`src/design/dbpc_pkg.sv`:
```
`timescale 1ns / 1ps
// ----------------------------------------------------------------------------
// dbpc_pkg
// Shared widths, constants and state type for the dual button classifier.
// ----------------------------------------------------------------------------
package dbpc_pkg;

  localparam int NOW_W   = 32;  // timestamp port width
  localparam int LONG_W  = 16;  // long press threshold register
  localparam int SECS_W  = 8;   // restart hold seconds register
  localparam int MS_W    = 10;  // width of the ms-per-second constant
  localparam int PCT_W   = 7;   // percent field and quotient width
  localparam int ELAP_W  = SECS_W + MS_W;  // holds secs * 1000
  localparam int PROD_W  = ELAP_W + PCT_W; // elapsed * 100
  localparam int DSTEP_W = $clog2(PCT_W);
  localparam int CFG_AW  = 1;
  localparam int CFG_DW  = 16;

  localparam logic [LONG_W-1:0] LONG_RST = 16'd500;
  localparam logic [SECS_W-1:0] SECS_RST = 8'd3;
  localparam logic [MS_W-1:0]   MS_PER_S = 10'd1000;
  localparam logic [PCT_W-1:0]  PCT_FULL = 7'd100;
  localparam logic [PCT_W-1:0]  PCT_NONE = 7'd0;

  localparam logic [CFG_AW-1:0] CFG_LONG = 1'b0;
  localparam logic [CFG_AW-1:0] CFG_SECS = 1'b1;

  typedef enum logic [2:0] {
    ST_IDLE,
    ST_SER,
    ST_MUL,
    ST_DIV,
    ST_FIN
  } state_t;

endpackage

```
`src/design/dual_button_press_classifier.sv`:
```
`timescale 1ns / 1ps
// ----------------------------------------------------------------------------
// dual_button_press_classifier
// Two-button short/long/hazard classifier with a boot-hold restart prompt.
// ----------------------------------------------------------------------------
// Requests do not overlap: in_stall holds from accept through the bit-serial
//   time subtract pass (SER_N = max(TIME_BITS, 18) bits) and seven restoring
//   divide steps until the result enters the result register, which waits
//   while out_stall holds a previous result there.
// Reset (rst_n low, synchronous): buttons seen released, no hazard, no
//   prompt, times zero, thresholds 500 ms and 3 s, no result pending.
// ----------------------------------------------------------------------------
module dual_button_press_classifier
  import dbpc_pkg::*;
#(
  parameter int TIME_BITS = 32
) (
  input  logic              clk,
  input  logic              rst_n,
  // request channel
  input  logic              in_valid,
  output logic              in_stall,
  input  logic              in_left_level,
  input  logic              in_right_level,
  input  logic              in_boot_pressed,
  input  logic [NOW_W-1:0]  in_now_ms,
  // result channel
  output logic              out_valid,
  input  logic              out_stall,
  output logic              out_hazard_start,
  output logic              out_left_short,
  output logic              out_left_long,
  output logic              out_right_short,
  output logic              out_right_long,
  output logic              out_prompt_active,
  output logic              out_prompt_closed,
  output logic [PCT_W-1:0]  out_progress_percent,
  output logic              out_restart_request,
  // configuration
  input  logic              cfg_we,
  input  logic [CFG_AW-1:0] cfg_addr,
  input  logic [CFG_DW-1:0] cfg_wdata
);

  // Serial pass covers the whole time word and at least the elapsed
  // capture window, so a narrow time base still yields 18 elapsed bits.
  localparam int SER_N = (TIME_BITS > ELAP_W) ? TIME_BITS : ELAP_W;
  localparam int CNT_W = $clog2(SER_N + 1);

  state_t state_r, state_nxt;

  // configuration
  logic [LONG_W-1:0] long_r;
  logic [SECS_W-1:0] secs_r;

  // architectural state
  logic                 last_left_r, last_right_r;
  logic                 left_done_r, right_done_r;
  logic                 hazard_r, prompt_on_r;
  logic [TIME_BITS-1:0] lpt_r, rpt_r, pst_r;

  // per-request flags settled at accept time
  logic hz_r, ls_r, rs_r, lchk_r, rchk_r, prompt_mid_r, boot_r;

  // serial datapath
  logic [CNT_W-1:0]     cnt_r;
  logic [TIME_BITS-1:0] now_sh_r;
  logic [LONG_W-1:0]    long_sh_r;
  logic [ELAP_W-1:0]    req_sh_r, req_r, elap_r;
  logic                 bl_r, br_r, bp_r;   // borrows
  logic                 gt_l_r, gt_r_r, ge_r;

  // divider
  logic [PROD_W-1:0]  rem_r, dvs_r;
  logic [PCT_W-1:0]   quo_r;
  logic [DSTEP_W-1:0] dstep_r;

  // result register
  logic             out_valid_r;
  logic             o_hz_r, o_ls_r, o_ll_r, o_rs_r, o_rl_r;
  logic             o_act_r, o_cls_r, o_rst_r;
  logic [PCT_W-1:0] o_pct_r;

  // --------------------------------------------------------------------------
  // Accept-time decisions: hazard entry/exit, press and release edges.
  // --------------------------------------------------------------------------
  logic                 acc, fin_go;
  logic                 both_dn, hz_a, haz_a;
  logic                 ldone_h, l_edge, l_press, ls_a, ldone_a, lchk_a;
  logic                 rdone_h, r_edge, r_press, rs_a, rdone_a, rchk_a;
  logic                 p_start;
  logic [TIME_BITS-1:0] now_t;
  logic [ELAP_W-1:0]    required;

  always_comb begin
    acc      = in_valid && !in_stall;
    fin_go   = (state_r == ST_FIN) && (!out_valid_r || !out_stall);
    now_t    = TIME_BITS'(in_now_ms);
    both_dn  = !in_left_level && !in_right_level;
    hz_a     = both_dn && !hazard_r;
    haz_a    = both_dn ? 1'b1 : ((in_left_level && in_right_level) ? 1'b0 : hazard_r);

    // hazard entry marks both handled; a press edge in the same sample
    // clears the flag again
    ldone_h  = hz_a || left_done_r;
    l_edge   = in_left_level != last_left_r;
    l_press  = l_edge && !in_left_level;
    ls_a     = l_edge && in_left_level && !ldone_h && !haz_a;
    ldone_a  = l_press ? 1'b0 : ldone_h;
    lchk_a   = !in_left_level && !ldone_a && !haz_a;

    rdone_h  = hz_a || right_done_r;
    r_edge   = in_right_level != last_right_r;
    r_press  = r_edge && !in_right_level;
    rs_a     = r_edge && in_right_level && !rdone_h && !haz_a;
    rdone_a  = r_press ? 1'b0 : rdone_h;
    rchk_a   = !in_right_level && !rdone_a && !haz_a;

    p_start  = in_boot_pressed && !prompt_on_r;
    required = ELAP_W'(secs_r) * ELAP_W'(MS_PER_S);
  end

  // --------------------------------------------------------------------------
  // One bit per cycle, LSB first: three subtractors (now minus press/start
  // time) and three running magnitude compares.
  // --------------------------------------------------------------------------
  logic tb, nb, xl, xr, xp, dl, dr, dp, kb, qb;

  always_comb begin
    tb = cnt_r < CNT_W'(TIME_BITS);
    nb = now_sh_r[0] && tb;
    xl = lpt_r[0] && tb;
    xr = rpt_r[0] && tb;
    xp = pst_r[0] && tb;
    // bits past the time width are zero: the difference wraps
    dl = tb && (nb ^ xl ^ bl_r);
    dr = tb && (nb ^ xr ^ br_r);
    dp = tb && (nb ^ xp ^ bp_r);
    kb = long_sh_r[0];
    qb = req_sh_r[0];
  end

  // --------------------------------------------------------------------------
  // Sequencer
  // --------------------------------------------------------------------------
  always_ff @(posedge clk) begin
    if (!rst_n) begin
      state_r <= ST_IDLE;
    end else begin
      state_r <= state_nxt;
    end
  end

  always_comb begin
    state_nxt = state_r;
    in_stall  = (state_r != ST_IDLE);
    case (state_r)
      ST_IDLE: begin
        if (acc) state_nxt = ST_SER;
      end
      ST_SER: begin
        if (cnt_r == CNT_W'(SER_N - 1)) state_nxt = ST_MUL;
      end
      ST_MUL: begin
        state_nxt = ST_DIV;
      end
      ST_DIV: begin
        if (dstep_r == DSTEP_W'(PCT_W - 1)) state_nxt = ST_FIN;
      end
      ST_FIN: begin
        if (fin_go) state_nxt = ST_IDLE;
      end
      default: begin
        state_nxt = ST_IDLE;
      end
    endcase
  end

  // --------------------------------------------------------------------------
  // Configuration
  // --------------------------------------------------------------------------
  always_ff @(posedge clk) begin
    if (!rst_n) begin
      long_r <= LONG_RST;
      secs_r <= SECS_RST;
    end else if (cfg_we) begin
      case (cfg_addr)
        CFG_LONG: long_r <= cfg_wdata;
        CFG_SECS: secs_r <= cfg_wdata[SECS_W-1:0];
        default:  ;
      endcase
    end
  end

  // --------------------------------------------------------------------------
  // Button and prompt state
  // --------------------------------------------------------------------------
  always_ff @(posedge clk) begin
    if (!rst_n) begin
      last_left_r  <= 1'b1;
      last_right_r <= 1'b1;
      left_done_r  <= 1'b0;
      right_done_r <= 1'b0;
      hazard_r     <= 1'b0;
      prompt_on_r  <= 1'b0;
      lpt_r        <= '0;
      rpt_r        <= '0;
      pst_r        <= '0;
    end else if (acc) begin
      last_left_r  <= in_left_level;
      last_right_r <= in_right_level;
      left_done_r  <= ldone_a;
      right_done_r <= rdone_a;
      hazard_r     <= haz_a;
      prompt_on_r  <= in_boot_pressed;
      if (l_press) lpt_r <= now_t;
      if (r_press) rpt_r <= now_t;
      if (p_start) pst_r <= now_t;
    end else if (state_r == ST_SER && tb) begin
      // rotate: a full pass returns each time word to its place
      lpt_r <= {lpt_r[0], lpt_r[TIME_BITS-1:1]};
      rpt_r <= {rpt_r[0], rpt_r[TIME_BITS-1:1]};
      pst_r <= {pst_r[0], pst_r[TIME_BITS-1:1]};
    end else if (fin_go) begin
      if (lchk_r && gt_l_r) left_done_r  <= 1'b1;
      if (rchk_r && gt_r_r) right_done_r <= 1'b1;
    end
  end

  // --------------------------------------------------------------------------
  // Datapath: accept latch, serial pass, scale by 100, restoring divide
  // --------------------------------------------------------------------------
  always_ff @(posedge clk) begin
    case (state_r)
      ST_IDLE: begin
        if (acc) begin
          hz_r         <= hz_a;
          ls_r         <= ls_a;
          rs_r         <= rs_a;
          lchk_r       <= lchk_a;
          rchk_r       <= rchk_a;
          prompt_mid_r <= in_boot_pressed || prompt_on_r;
          boot_r       <= in_boot_pressed;
          now_sh_r     <= now_t;
          long_sh_r    <= long_r;
          req_sh_r     <= required;
          req_r        <= required;
          bl_r         <= 1'b0;
          br_r         <= 1'b0;
          bp_r         <= 1'b0;
          gt_l_r       <= 1'b0;
          gt_r_r       <= 1'b0;
          ge_r         <= 1'b1;  // equal counts as reached
          cnt_r        <= '0;
        end
      end
      ST_SER: begin
        bl_r      <= (!nb && xl) || (!(nb ^ xl) && bl_r);
        br_r      <= (!nb && xr) || (!(nb ^ xr) && br_r);
        bp_r      <= (!nb && xp) || (!(nb ^ xp) && bp_r);
        if (dl != kb) gt_l_r <= dl;
        if (dr != kb) gt_r_r <= dr;
        if (dp != qb) ge_r   <= dp;
        now_sh_r  <= now_sh_r >> 1;
        long_sh_r <= long_sh_r >> 1;
        req_sh_r  <= req_sh_r >> 1;
        if (cnt_r < CNT_W'(ELAP_W)) elap_r <= {dp, elap_r[ELAP_W-1:1]};
        cnt_r     <= cnt_r + 1'b1;
      end
      ST_MUL: begin
        // only used when elapsed < required, so elapsed fits ELAP_W bits
        rem_r   <= PROD_W'(elap_r) * PROD_W'(PCT_FULL);
        dvs_r   <= PROD_W'(req_r) << (PCT_W - 1);
        quo_r   <= '0;
        dstep_r <= '0;
      end
      ST_DIV: begin
        if (rem_r >= dvs_r) begin
          rem_r <= rem_r - dvs_r;
          quo_r <= {quo_r[PCT_W-2:0], 1'b1};
        end else begin
          quo_r <= {quo_r[PCT_W-2:0], 1'b0};
        end
        dvs_r   <= dvs_r >> 1;
        dstep_r <= dstep_r + 1'b1;
      end
      ST_FIN: ;
      default: ;
    endcase
  end

  // --------------------------------------------------------------------------
  // Result register: frees the sequencer while a result waits
  // --------------------------------------------------------------------------
  logic [PCT_W-1:0] pct_f;

  always_comb begin
    if (!prompt_mid_r) pct_f = PCT_NONE;
    else if (ge_r)     pct_f = PCT_FULL;
    else               pct_f = quo_r;
  end

  always_ff @(posedge clk) begin
    if (!rst_n) begin
      out_valid_r <= 1'b0;
    end else if (fin_go) begin
      out_valid_r <= 1'b1;
    end else if (!out_stall) begin
      out_valid_r <= 1'b0;
    end
  end

  always_ff @(posedge clk) begin
    if (fin_go) begin
      o_hz_r  <= hz_r;
      o_ls_r  <= ls_r;
      o_rs_r  <= rs_r;
      o_ll_r  <= lchk_r && gt_l_r;
      o_rl_r  <= rchk_r && gt_r_r;
      o_act_r <= prompt_mid_r && boot_r;
      o_cls_r <= prompt_mid_r && !boot_r;
      o_pct_r <= pct_f;
      o_rst_r <= prompt_mid_r && boot_r && ge_r;
    end
  end

  assign out_valid            = out_valid_r;
  assign out_hazard_start     = o_hz_r;
  assign out_left_short       = o_ls_r;
  assign out_left_long        = o_ll_r;
  assign out_right_short      = o_rs_r;
  assign out_right_long       = o_rl_r;
  assign out_prompt_active    = o_act_r;
  assign out_prompt_closed    = o_cls_r;
  assign out_progress_percent = o_pct_r;
  assign out_restart_request  = o_rst_r;

  // --------------------------------------------------------------------------
  // Assertions
  // --------------------------------------------------------------------------
  a_restart_full: assert property (@(posedge clk) disable iff (!rst_n)
    (out_valid && out_restart_request) |->
      (out_prompt_active && out_progress_percent == PCT_FULL))
    else $error("restart without full progress");

  a_prompt_excl: assert property (@(posedge clk) disable iff (!rst_n)
    out_valid |-> !(out_prompt_active && out_prompt_closed))
    else $error("prompt both active and closed");

  a_pct_range: assert property (@(posedge clk) disable iff (!rst_n)
    out_valid |-> (out_progress_percent <= PCT_FULL))
    else $error("progress above full");

  a_hazard_no_long: assert property (@(posedge clk) disable iff (!rst_n)
    (out_valid && out_hazard_start) |-> !(out_left_long || out_right_long))
    else $error("long press in hazard sample");

  a_short_long_excl: assert property (@(posedge clk) disable iff (!rst_n)
    out_valid |-> !(out_left_short && out_left_long) &&
                  !(out_right_short && out_right_long))
    else $error("short and long on one button");

  a_serial_len: assert property (@(posedge clk) disable iff (!rst_n)
    (state_r == ST_SER && cnt_r == CNT_W'(SER_N - 1)) |=> (state_r == ST_MUL))
    else $error("serial pass length");

endmodule

```
`config.mk`:
```
export PLATFORM = sky130hd
export DESIGN_NAME = dual_button_press_classifier
export DESIGN_NICKNAME = d
export VERILOG_FILES = /design/src/design/dbpc_pkg.sv /design/src/design/dual_button_press_classifier.sv
export SDC_FILE = /design/constraint.sdc
export NUM_CORES = 1
export LEC_CHECK = 0
export ABC_AREA = 1
export BUFFER_PORTS_ARGS = -buffer_cell sky130_fd_sc_hd__buf_2
export CAP_MARGIN = 25
export CORE_MARGIN = 3
export CORE_UTILIZATION = 50
export CTS_BUF_LIST = sky130_fd_sc_hd__clkbuf_8
export DETAILED_ROUTE_END_ITERATION = 6
export MAX_ROUTING_LAYER = met4
export PLACE_DENSITY = 0.76
export SKIP_CTS_REPAIR_TIMING = 1
export SYNTH_ARGS = -nofsm -noshare
export SYNTH_HDL_FRONTEND = slang
export SYNTH_SLANG_ARGS = --single-unit
```
`constraint.sdc`:
```
create_clock -name clk -period 6.2 [get_ports clk]
set_clock_uncertainty 0.15 [all_clocks]
set_input_delay 0.31 -clock clk [delete_from_list [all_inputs] [get_ports clk]]
set_output_delay 0.31 -clock clk [all_outputs]
set_load 0.1 [all_outputs]
```
==> results of run 1 <==
[sequential cells by signal (all words and copies together) (netlist names), 15 cells and up]
register and count:
elap_r 18, req_sh_r 18, long_r 16, long_sh_r 16
req_r 15, dvs_r 24, lpt_r 32, rem_r 25
pst_r 32, rpt_r 32, now_sh_r 32
[final timing paths]
path	from	to	slack, ns	depth (start not counted)
worst max-delay path	secs_r[2]$_SDFFE_PN0P_	req_sh_r[15]$_DFFE_PP_	2.02	14
worst min-delay path	cfg_addr	long_r[2]$_SDFFE_PN1P_	0.05	4
worst max register to register	secs_r[2]$_SDFFE_PN0P_	req_sh_r[15]$_DFFE_PP_	2.02	14
worst min register to register	rs_r$_DFFE_PP_	out_right_short$_DFFE_PP_	0.27	0
[cell type report]
class                      instances  area [um^2]
clock buffer                      55        757.0
clock inverter                    45        274.0
sequential                       322         8368
timing repair buffer             137         1003
tap                              455        569.3
inverter                         318         1194
fill                            3065        14760
multi-input combinational       1459         8133
[per-stage QoR]
| step | util (%) | total power, mW | cells | cell area (um^2) |
|---|---|---|---|---|
| finish | 57.91 | 7.038 | 2791 | 20300 |
| global route | 57.91 | 7.566 | 2791 | 20300 |
| CTS | 56.34 | 7.034 | 2738 | 19750 |
| detailed placement | 53.40 | 5.193 | 2638 | 18720 |
| global placement | 53.36 | 5.104 | 2637 | 18700 |
| floorplan | - | 4.660 | 2175 | 18030 |
[synth_stat cells]
cell type / count
nand2_1: 640
inv_1: 315
edfxtp_1: 192
o21ai_0: 140
nor2_1: 137
dfxtp_1: 130
ha_1: 124
a21oi_1: 90
nand3_1: 84
a31oi_1: 64
o21ai_1: 49
fa_1: 38
clkbuf_1: 32
buf_2: 31
xor2_1: 18
nand4_1: 13
nor3_1: 13
and2_1: 11
buf_4: 7
nand3b_1: 7
buf_1: 6
xnor2_1: 6
o211ai_1: 4
nor2_4: 3
nor4_1: 3
a211oi_1: 2
inv_2: 2
nand2_4: 2
nor2_2: 2
or2_2: 2
and3_1: 1
clkinv_1: 1
nand2_2: 1
nand3_2: 1
nor3b_1: 1
o21a_1: 1
o21bai_1: 1
or3_1: 1
[power by group]
group / switching (mW) / internal (mW)
Clock: 0.902 / 0.922
Sequential: 0.146 / 2.76
Combinational: 1.51 / 0.803
Total: 2.56 / 4.48
[per-layer routing]
metal	track usage, %	wire length [um]
met4	5.704	786
met3	3.933	2152
met1	27.55	18170
met2	32.34	18680
met5	-	0
[tightest hold or removal path, stage by stage]
cell and delay (ns):
buf_2 0.10, nor2_1 0.21, nand2_1 0.12, nand3_1 0.06
[kinds of logic after synthesis]
group,synth area share (%)
DFF,46.41
buffers and inverters,8.562
AOI/OAI and AO/OA,10.30
xor gates and xnor gates,1.166
and+or+nand+nor,20.75
adders and majority gates,12.82
==> summary.md, run 1 <==
| Metric | Value |
|---|---|
| Dpl ws | 2.018 ns |
| TritonCTS clock tree | done |
| CTS sink cnt | 322 |
| First DRT Iteration DRCs | 949 |
| RSZ-0062 raised after global routing | no |
| Setup TNS | 0 ns |
| Max-cap violations | 0 |
| Gate count after technology mapping | 2,175 |
| WP data required | 6.46 ns |
| # diodes | 0 |
| Worst path max stage delay | 0.58 ns |
| Worst Setup End Kind | flop |
| Clk root buf | clkbuf_8 |
| Die footprint | 38,380 um^2 |
| Largest net degree at the start of global routing | 79 |
| Vias in the first global route | 13,460 |
| H-tree depth | 2 |
| DR WL/cell | 14.26 um |
| Final wirelength | 39.79 mm |
| Area grow syn2layout | 12.57% |
| Most frequent cells in the layout | nand2_1 (639), inv_1 (340), edfxtp_1 (192), o21ai_0 (140), nor2_1 (137) |
| Post-synthesis sequential area ratio | 46.41% |
| Slew margin rel. | 29.75% |
| Share of the synthesized area in the top cell type | 31.97% |
| Final min period | 4.181 ns |
| Grt ovf | 0 |
| Total track usage | 20.59% |
| Worst-case clock buffer depth | 3 |
| Share of layout cells above drive strength 1 | 7.320% |
| FF+latch count, synth | 322 |
| PortBufs | 73 |
| Cts bufs inserted | 54 |
| Die width | 195.9 um |
| Pwr per Cell Area | 346.7 nW/um^2 |
| Clk slew on worst S/H paths | 0.07 ns |
| Residual DRC | 0 |
| Slew of the pin with the lowest slew margin | 1.054 ns |
| Hold WS | 0.05409 ns |
| Core area | 35,050 um^2 |
| Most common cell after layout, fill and taps aside | nand2_1 |
| Die height | 195.9 um |
| Synth area leaders | edfxtp_1 (32%), dfxtp_1 (14%), nand2_1 (13%) |
| Worst Hold Class | primary input to flop |
| CP Launch Type | flop |
| HPWL Detailed | 27.26 mm |
| Row Count | 68 |
| Worst ir drop on vdd | 0.0002153 V |
| Buf+Inv Stages, Crit Path | 2 |
| Antenna-violating nets left | 0 |
| Final Setup Violations | 0 |
| Most Frequent Cell on Critical Path | fa_1 |
| Upper clock frequency limit | 239.2 MHz |
| Worst Path Max Fanout | 5 |
| Synth area leader | edfxtp_1 |
| Clock Latency Late Sink | 0.65 ns |
| Vias/cell | 5.193 |
| Yosys Warn Count | 0 |
| First-pass DRT Iterations | 6 |
| Initial Util | 51.44% |
| CP Data Arrival Time | 4.44 ns |
| Lkg Pwr | 9.602 nW |
| Layout Nets | 2,511 |
| Hold Fails Final Rpt | 0 |
| Critical-path cell list | inv_1, fa_1, fa_1, fa_1, fa_1, inv_1, ha_1, nand2_1, a21oi_1, o21ai_0, nand4_1, and2_1, nand2_1, nand2_1 |
| Routability cong. | 0.8975 |
| Period utilisation layout | 67.43% |
| Unique masters post-synth | 38 |
| First-pass GRT wire length | 64.62 mm |
| Path type of the worst setup path | flop to flop |
| Status | completed |
| Vias | 14,500 |
| Final Max Tran Viols | 0 |
| Syn_nets | 2,394 |
| Slowest-stage cell, CP | fa_1 |
| Synthesized area | 18,030 um^2 |
| Initial antenna violation count | 0 |
| Syn Area/Cell | 8.291 um^2 |
| Cell family with most CP delay | adder cells |
| I/O pin cnt | 74 |
| Setup WS post-layout | 2.019 ns |
Note: power is estimated with default switching activity, not from simulation.
==> run 2: changes to the inputs <==
Settings changed: PLACE_DENSITY 0.76 to 0.78.
Clock period 6.2 ns to 3.35 ns, I/O delays scaled along.
==> run 2 against run 1 <==
  * The run now ends with hold timing, setup timing left
  * Design area grew 4.1%
  * Maximum frequency is 8.0% higher
  * Critical path depth is 2 higher
  * Sequential share of layout area down 1.6 points
  * Sequential power rose by 85%
  * Final cell count grew 2.0%
  * Sequential cell count unchanged
  * Clock-buffer cell count grew 4
  * Clock power up 79%
  * Global-route usage about the same
  * Combinational power is 120% higher
  * Core utilization up 2.4 points
  * Critical path type unchanged
  * Largest power group unchanged
==> summary.md, run 2 (synthesis gave the netlist of run 1 again) <==
| Metric | Value |
|---|---|
| Routability cong. | 0.9088 (was 0.8975) |
| Worst Path Max Fanout | 5 (unchanged) |
| Clk slew on worst S/H paths | 0.07 ns (about the same) |
| Final wirelength | 40.55 mm (was 39.79 mm) |
| Die width | 195.9 um (unchanged) |
| Worst-case clock buffer depth | 3 (unchanged) |
| Period utilisation layout | 115.5% (was 67.43%) |
| Clock Latency Late Sink | 0.61 ns (was 0.65 ns) |
| WP data required | 3.56 ns (was 6.46 ns) |
| H-tree depth | 2 (unchanged) |
| Cts bufs inserted | 50 (was 54) |
| RSZ-0062 raised after global routing | yes (was no) |
| Pwr per Cell Area | 645.8 nW/um^2 (was 346.7 nW/um^2) |
| Share of layout cells above drive strength 1 | 12.58% (was 7.320%) |
| Switching share of power | 35.80% (was 36.34%) |
| Seq pwr share | 39.3% (was 41.2%) |
| Grt ovf | 0 (unchanged) |
| Clk root buf | clkbuf_8 (unchanged) |
| HP Start | cfg_we (was cfg_addr) |
| Worst ir drop on vdd | 0.0003879 V (was 0.0002153 V) |
| Final min period | 3.869 ns (was 4.181 ns) |
| Most frequent cells in the layout | nand2_1 (627), inv_1 (322), edfxtp_1 (192), o21ai_0 (137), nor2_1 (131) (was nand2_1 (639), inv_1 (340), edfxtp_1 (192), o21ai_0 (140), nor2_1 (137)) |
| RR Startpoint | secs_r[1]$_SDFFE_PN1P_ (was secs_r[2]$_SDFFE_PN0P_) |
| Fill cells | 2,939 (was 3,065) |
| Largest net degree at the start of global routing | 80 (was 79) |
| Residual DRC | 0 (unchanged) |
| Slew of the pin with the lowest slew margin | 0.8427 ns (was 1.054 ns) |
| Failing checks | hold timing, setup timing |
| Crit path launch | secs_r[1]$_SDFFE_PN1P_ (was secs_r[2]$_SDFFE_PN0P_) |
| Reg2reg end | req_sh_r[15]$_DFFE_PP_ (unchanged) |
| Pint | 8.760 mW (was 4.480 mW) |
| Dpl ws | -0.5993 ns (was 2.018 ns) |
| Multi-input logic area | 8462 um^2 (was 8133 um^2) |
| Path type of the worst setup path | flop to flop (unchanged) |
| TritonCTS clock tree | done (unchanged) |
| CP Launch Type | flop (unchanged) |
| Status | complete, but fails checks (was completed) |
| Final Max Tran Viols | 0 (unchanged) |
| Vias | 14,780 (was 14,500) |
| First DRT Iteration DRCs | 836 (was 949) |
| Logic pwr share | 36.8% (was 32.9%) |
| Slowest-stage cell, CP | fa_1 (unchanged) |
| PortBufs | 73 (unchanged) |
| Initial antenna violation count | 0 (unchanged) |
| Clock power share | 23.9% (was 25.9%) |
| Area grow syn2layout | 17.17% (was 12.57%) |
| Hold Fails Final Rpt | 5 (was 0) |
| Max-cap violations | 0 (unchanged) |
| I/O pin cnt | 74 (unchanged) |
| Hold WS | -0.005643 ns (was 0.05409 ns) |
| Antenna-violating nets left | 0 (unchanged) |
| Worst path max stage delay | 0.52 ns (was 0.58 ns) |
| Slew margin rel. | 43.82% (was 29.75%) |
| Switch Pwr | 4.885 mW (was 2.557 mW) |
| Row Count | 68 (unchanged) |
| Core area | 35,050 um^2 (unchanged) |
| Setup WS post-layout | -0.5194 ns (was 2.019 ns) |
| R2R Setup Slk | -0.52 ns (was 2.02 ns) |
| Die footprint | 38,380 um^2 (unchanged) |
| Critical-path cell list | fa_1, xor2_1, ha_1, fa_1, inv_1, fa_1, inv_2, ha_4, nand2_4, a21oi_2, o21ai_2, nand3_1, nand2_1, and2_4, nand2_1, nand2_1 (was inv_1, fa_1, fa_1, fa_1, fa_1, inv_1, ha_1, nand2_1, a21oi_1, o21ai_0, nand4_1, and2_1, nand2_1, nand2_1) |
| DR WL/cell | 14.24 um (was 14.26 um) |
| Register-to-Register Path Depth | 16 (was 14) |
| Die height | 195.9 um (unchanged) |
| Register Area | 8381 um^2 (was 8368 um^2) |
| CTS sink cnt | 322 (unchanged) |
| Worst Hold Class | primary input to flop (unchanged) |
| Hold path cells | 3 (was 4) |
| Hold worst-path end | secs_r[2]$_SDFFE_PN0P_ (was long_r[2]$_SDFFE_PN1P_) |
| First-pass DRT Iterations | 5 (was 6) |
| Final Setup Violations | 19 (was 0) |
| Lkg Pwr | 9.887 nW (was 9.602 nW) |
| Layout Nets | 2,574 (was 2,511) |
| Vias/cell | 5.188 (was 5.193) |
| Initial Util | 51.44% (unchanged) |
| Worst Setup End Kind | flop (unchanged) |
| # diodes | 0 (unchanged) |
| CP Data Arrival Time | 4.08 ns (was 4.44 ns) |
| Most common cell after layout, fill and taps aside | nand2_1 (unchanged) |
| Upper clock frequency limit | 258.4 MHz (was 239.2 MHz) |
| Total track usage | 20.54% (was 20.59%) |
| First-pass GRT wire length | 65.13 mm (was 64.62 mm) |
| HPWL Detailed | 27.59 mm (was 27.26 mm) |
| Vias in the first global route | 13,820 (was 13,460) |
run 2: layout make-up:
| class | instances | share of cell area, % |
|---|---|---|
| multi-input combinational | 1459 | 40.05 |
| sequential | 322 | 39.67 |
| timing repair buffer | 204 | 7.225 |
| inverter | 318 | 5.661 |
| clock buffer | 59 | 3.843 |
| tap | 455 | 2.695 |
| clock inverter | 31 | 0.8587 |
run 2: routing by layer:
metal / wire length [um] / up-vias / track usage (%)
met5: 0 / - / -
met4: 973 / 0 / 5.915
met3: 1972 / 74 / 3.108
met2: 19380 / 393 / 32.70
met1: 18230 / 6853 / 27.54
li1: - / 7455 / -
run 2: worst max-delay path, delay by kind of cell (launching register included):
family                     cells  cell delay [ns]
adders and majority gates      5             2.15
and+or+nand+nor                6             0.46
DFF                            1             0.36
buffers and inverters          2             0.10
xor gates and xnor gates       1             0.18
AOI/OAI and AO/OA              2             0.22
run 2: worst max path at each step:
| stage | slack (ns) | endpoint |
|---|---|---|
| global placement | -0.51 | req_r[12]$_DFFE_PP_ |
| global route | -0.66 | req_sh_r[15]$_DFFE_PP_ |
| detailed placement | -0.60 | req_sh_r[15]$_DFFE_PP_ |
| finish | -0.52 | req_sh_r[15]$_DFFE_PP_ |
| CTS | -0.61 | req_sh_r[15]$_DFFE_PP_ |
| floorplan | -0.38 | req_r[12]$_DFFE_PP_ |
run 2: through the flow:
| step | util, % | instances | setup TNS [ns] | total power, mW | instance area (um^2) |
|---|---|---|---|---|---|
| after floorplan | - | 2175 | -4.494 | 8.694 | 18080 |
| after CTS | 57.39 | 2773 | -8.327 | 13.21 | 20120 |
| after detailed placement | 54.55 | 2683 | -7.914 | 9.901 | 19120 |
| after global placement | 54.55 | 2683 | -6.558 | 9.744 | 19120 |
| after global routing | 60.27 | 2848 | -10.05 | 14.65 | 21130 |
| final | 60.27 | 2848 | -6.891 | 13.64 | 21130 |
run 2: power by group through the flow:
stage	Sequential [mW]	Combinational (mW)	Clock [mW]
2_1_floorplan	5.37	3.32	0
3_3_place_gp	5.41	4.33	0
3_5_place_dp	5.43	4.47	0
4_1_cts	5.36	4.52	3.33
5_1_grt	5.42	5.72	3.51
6_report	5.36	5.02	3.26
==> run 3: changes to the inputs <==
Settings changed: CORE_MARGIN 3 to not set, GPL_ROUTABILITY_DRIVEN set to 0.
==> run 3 against run 2 <==
  * The flow finishes with violations (setup timing)
  * Sequential share of layout area shrank 0.10 points
  * Final cell count grew 0.35%
  * Non-clock buffer count shrank 2
  * Register-to-register slack lost 0.04 ns
  * Sequential cell count is the same
==> summary.md, run 3 (synthesis gave the netlist of run 1 again) <==
| Metric | Value |
|---|---|
| Die height | 191.9 um (was 195.9 um) |
| First DRT Iteration DRCs | 1,002 (was 836) |
| I/O pin cnt | 74 (unchanged) |
| Die footprint | 36,830 um^2 (was 38,380 um^2) |
| Residual DRC | 0 (unchanged) |
| CTS sink cnt | 322 (unchanged) |
| PortBufs | 73 (unchanged) |
| Layout Nets | 2,573 (was 2,574) |
| Antenna-violating nets left | 0 (unchanged) |
| Vias in the first global route | 13,720 (was 13,820) |
| Clk slew on worst S/H paths | 0.06 ns (was 0.07 ns) |
| TritonCTS clock tree | done (unchanged) |
| Final wirelength | 40.65 mm (was 40.55 mm) |
| Cell area after layout | 21,180 um^2 (was 21,130 um^2) |
| Most frequent cells in the layout | nand2_1 (628), inv_1 (320), edfxtp_1 (192), o21ai_0 (138), nor2_1 (133) (was nand2_1 (627), inv_1 (322), edfxtp_1 (192), o21ai_0 (137), nor2_1 (131)) |
| Grt ovf | 0 (unchanged) |
| Dpl ws | -0.5808 ns (was -0.5993 ns) |
| Setup WS post-layout | -0.5603 ns (was -0.5194 ns) |
| Cts bufs inserted | 51 (was 50) |
| Fin util | 59.53% (was 60.27%) |
| Lkg Pwr | 9.903 nW (was 9.887 nW) |
| Worst ir drop on vdd | 0.0004492 V (was 0.0003879 V) |
| DP Area | 19,140 um^2 (was 19,120 um^2) |
| Vias/cell | 5.189 (was 5.188) |
| Hold Fails Final Rpt | 0 (was 5) |
| Period utilisation layout | 116.7% (was 115.5%) |
| DR WL/cell | 14.22 um (was 14.24 um) |
| Area grow syn2layout | 17.43% (was 17.17%) |
| Worst Setup End Kind | flop (unchanged) |
| Initial antenna violation count | 0 (unchanged) |
| H-tree depth | 2 (unchanged) |
| Path type of the worst setup path | flop to flop (unchanged) |
| Initial Util | 50.70% (was 51.44%) |
| RR Startpoint | secs_r[0]$_SDFFE_PN1P_ (was secs_r[1]$_SDFFE_PN1P_) |
| Clk root buf | clkbuf_8 (unchanged) |
| WP data required | 3.55 ns (was 3.56 ns) |
| Total track usage | 21.60% (was 20.54%) |
| Core area | 35,570 um^2 (was 35,050 um^2) |
| Reg2reg end | req_sh_r[17]$_SDFFCE_PP0P_ (was req_sh_r[15]$_DFFE_PP_) |
| RSZ-0062 raised after global routing | yes (unchanged) |
| Clock Latency Late Sink | 0.61 ns (about the same) |
| Max-cap violations | 0 (unchanged) |
| Share of layout cells above drive strength 1 | 12.14% (was 12.58%) |
| Pwr Total | 13.76 mW (was 13.64 mW) |
| HPWL Detailed | 27.26 mm (was 27.59 mm) |
| Status | complete, but fails checks (unchanged) |
| Pwr per Cell Area | 649.7 nW/um^2 (was 645.8 nW/um^2) |
| First-pass DRT Iterations | 5 (unchanged) |
| GR peak layer | met2 (unchanged) |
| CP Launch Type | flop (unchanged) |
| Crit path launch | secs_r[0]$_SDFFE_PN1P_ (was secs_r[1]$_SDFFE_PN1P_) |
| Fill cells | 2,964 (was 2,939) |
| # diodes | 0 (unchanged) |
| Slew margin rel. | 45.54% (was 43.82%) |
| Vias | 14,830 (was 14,780) |
| Met1 Use GR | 28.14% (was 27.54%) |
| Register-to-Register Path Depth | 15 (was 16) |
| Row Count | 69 (was 68) |
| Hold WS | 0.02170 ns (was -0.005643 ns) |
| Most common cell after layout, fill and taps aside | nand2_1 (unchanged) |
| Final Setup Violations | 18 (was 19) |
| Largest net degree at the start of global routing | 78 (was 80) |
| Final Max Tran Viols | 0 (unchanged) |
| Grt met2 use | 35.05% (was 32.70%) |
| Slew of the pin with the lowest slew margin | 0.8169 ns (was 0.8427 ns) |
| Worst Hold Class | primary input to flop (unchanged) |
| CP Data Arrival Time | 4.11 ns (was 4.08 ns) |
| First-pass GRT wire length | 64.07 mm (was 65.13 mm) |
| Upper clock frequency limit | 255.7 MHz (was 258.4 MHz) |
| Final min period | 3.910 ns (was 3.869 ns) |
| Failing checks | setup timing (was hold timing, setup timing) |
| Die width | 191.9 um (was 195.9 um) |
| Worst-case clock buffer depth | 3 (unchanged) |
| CP endpoint | req_sh_r[17]$_SDFFCE_PP0P_ (was req_sh_r[15]$_DFFE_PP_) |
| Worst Path Max Fanout | 5 (unchanged) |
| R2R Setup Slk | -0.56 ns (was -0.52 ns) |
| Grt met3 use | 2.905% (was 3.108%) |
-- run 3: changes by cell type in the layout (fill, tap and decap cells not counted), moves of 3 or more --
cell,change
ha_2,-4
nor2_2,-3
clkbuf_8,+3
buf_4,-6
ha_4,+3
clkinv_1,+6
-- run 3: worst max-delay path, stage by stage, from the launching register on --
cell	delay [ns]
dfxtp_2	0.33
fa_1	0.51
xor2_1	0.18
ha_1	0.32
fa_1	0.51
inv_2	0.05
fa_1	0.56
inv_2	0.05
ha_4	0.31
nand2_4	0.08
nor2_1	0.19
nand3_1	0.14
nand3_1	0.10
nand2_1	0.05
nand2_1	0.08
nor2_1	0.04
-- run 3: worst min-delay path by stage --
stage / start / endpoint / slack, ns / cells past startpoint
after floorplan: in_boot_pressed / boot_r$_DFFE_PP_ / 0.12 / 0
after global placement: cfg_wdata[8] / long_r[8]$_SDFFE_PN1P_ / 0.24 / 3
after detailed placement: cfg_wdata[8] / long_r[8]$_SDFFE_PN1P_ / 0.24 / 3
after CTS: cfg_wdata[8] / long_r[8]$_SDFFE_PN1P_ / -0.41 / 3
after global routing: cfg_we / long_r[2]$_SDFFE_PN1P_ / 0.05 / 6
final: cfg_we / secs_r[3]$_SDFFE_PN0P_ / 0.02 / 3
-- run 3: layout make-up --
type	instances	area, um^2	area share (%)
Tap cell	461	576.8	2.724
Sequential cell	322	8378	39.57
Timing Repair Buffer	202	1524	7.197
Clock buffer	62	853.3	4.030
Clock inverter	34	160.2	0.7563
Multi-Input combinational cell	1459	8484	40.07
Inverter	318	1199	5.661
-- run 3: metrics by stage --
| step | cells | TNS [ns] |
|---|---|---|
| after floorplan | 2175 | -4.494 |
| after global placement | 2691 | -6.164 |
| after detailed placement | 2691 | -7.857 |
| after CTS | 2787 | -8.141 |
| after global routing | 2858 | -9.960 |
| final | 2858 | -8.021 |
-- run 3: routing by layer --
layer	wire length (um)	share of wire, %
met1	17920	44
met2	19630	48
met3	2192	5.4
met4	912	2.2
met5	0	0
-- run 3: where the power goes --
part	switching, mW	leakage, nW	internal, mW	total (mW)
sequential	0.258	2.90	5.10	5.36
clock	1.58	0.576	1.69	3.27
combinational	3.11	6.42	2.02	5.14
total	4.95	9.90	8.81	13.8
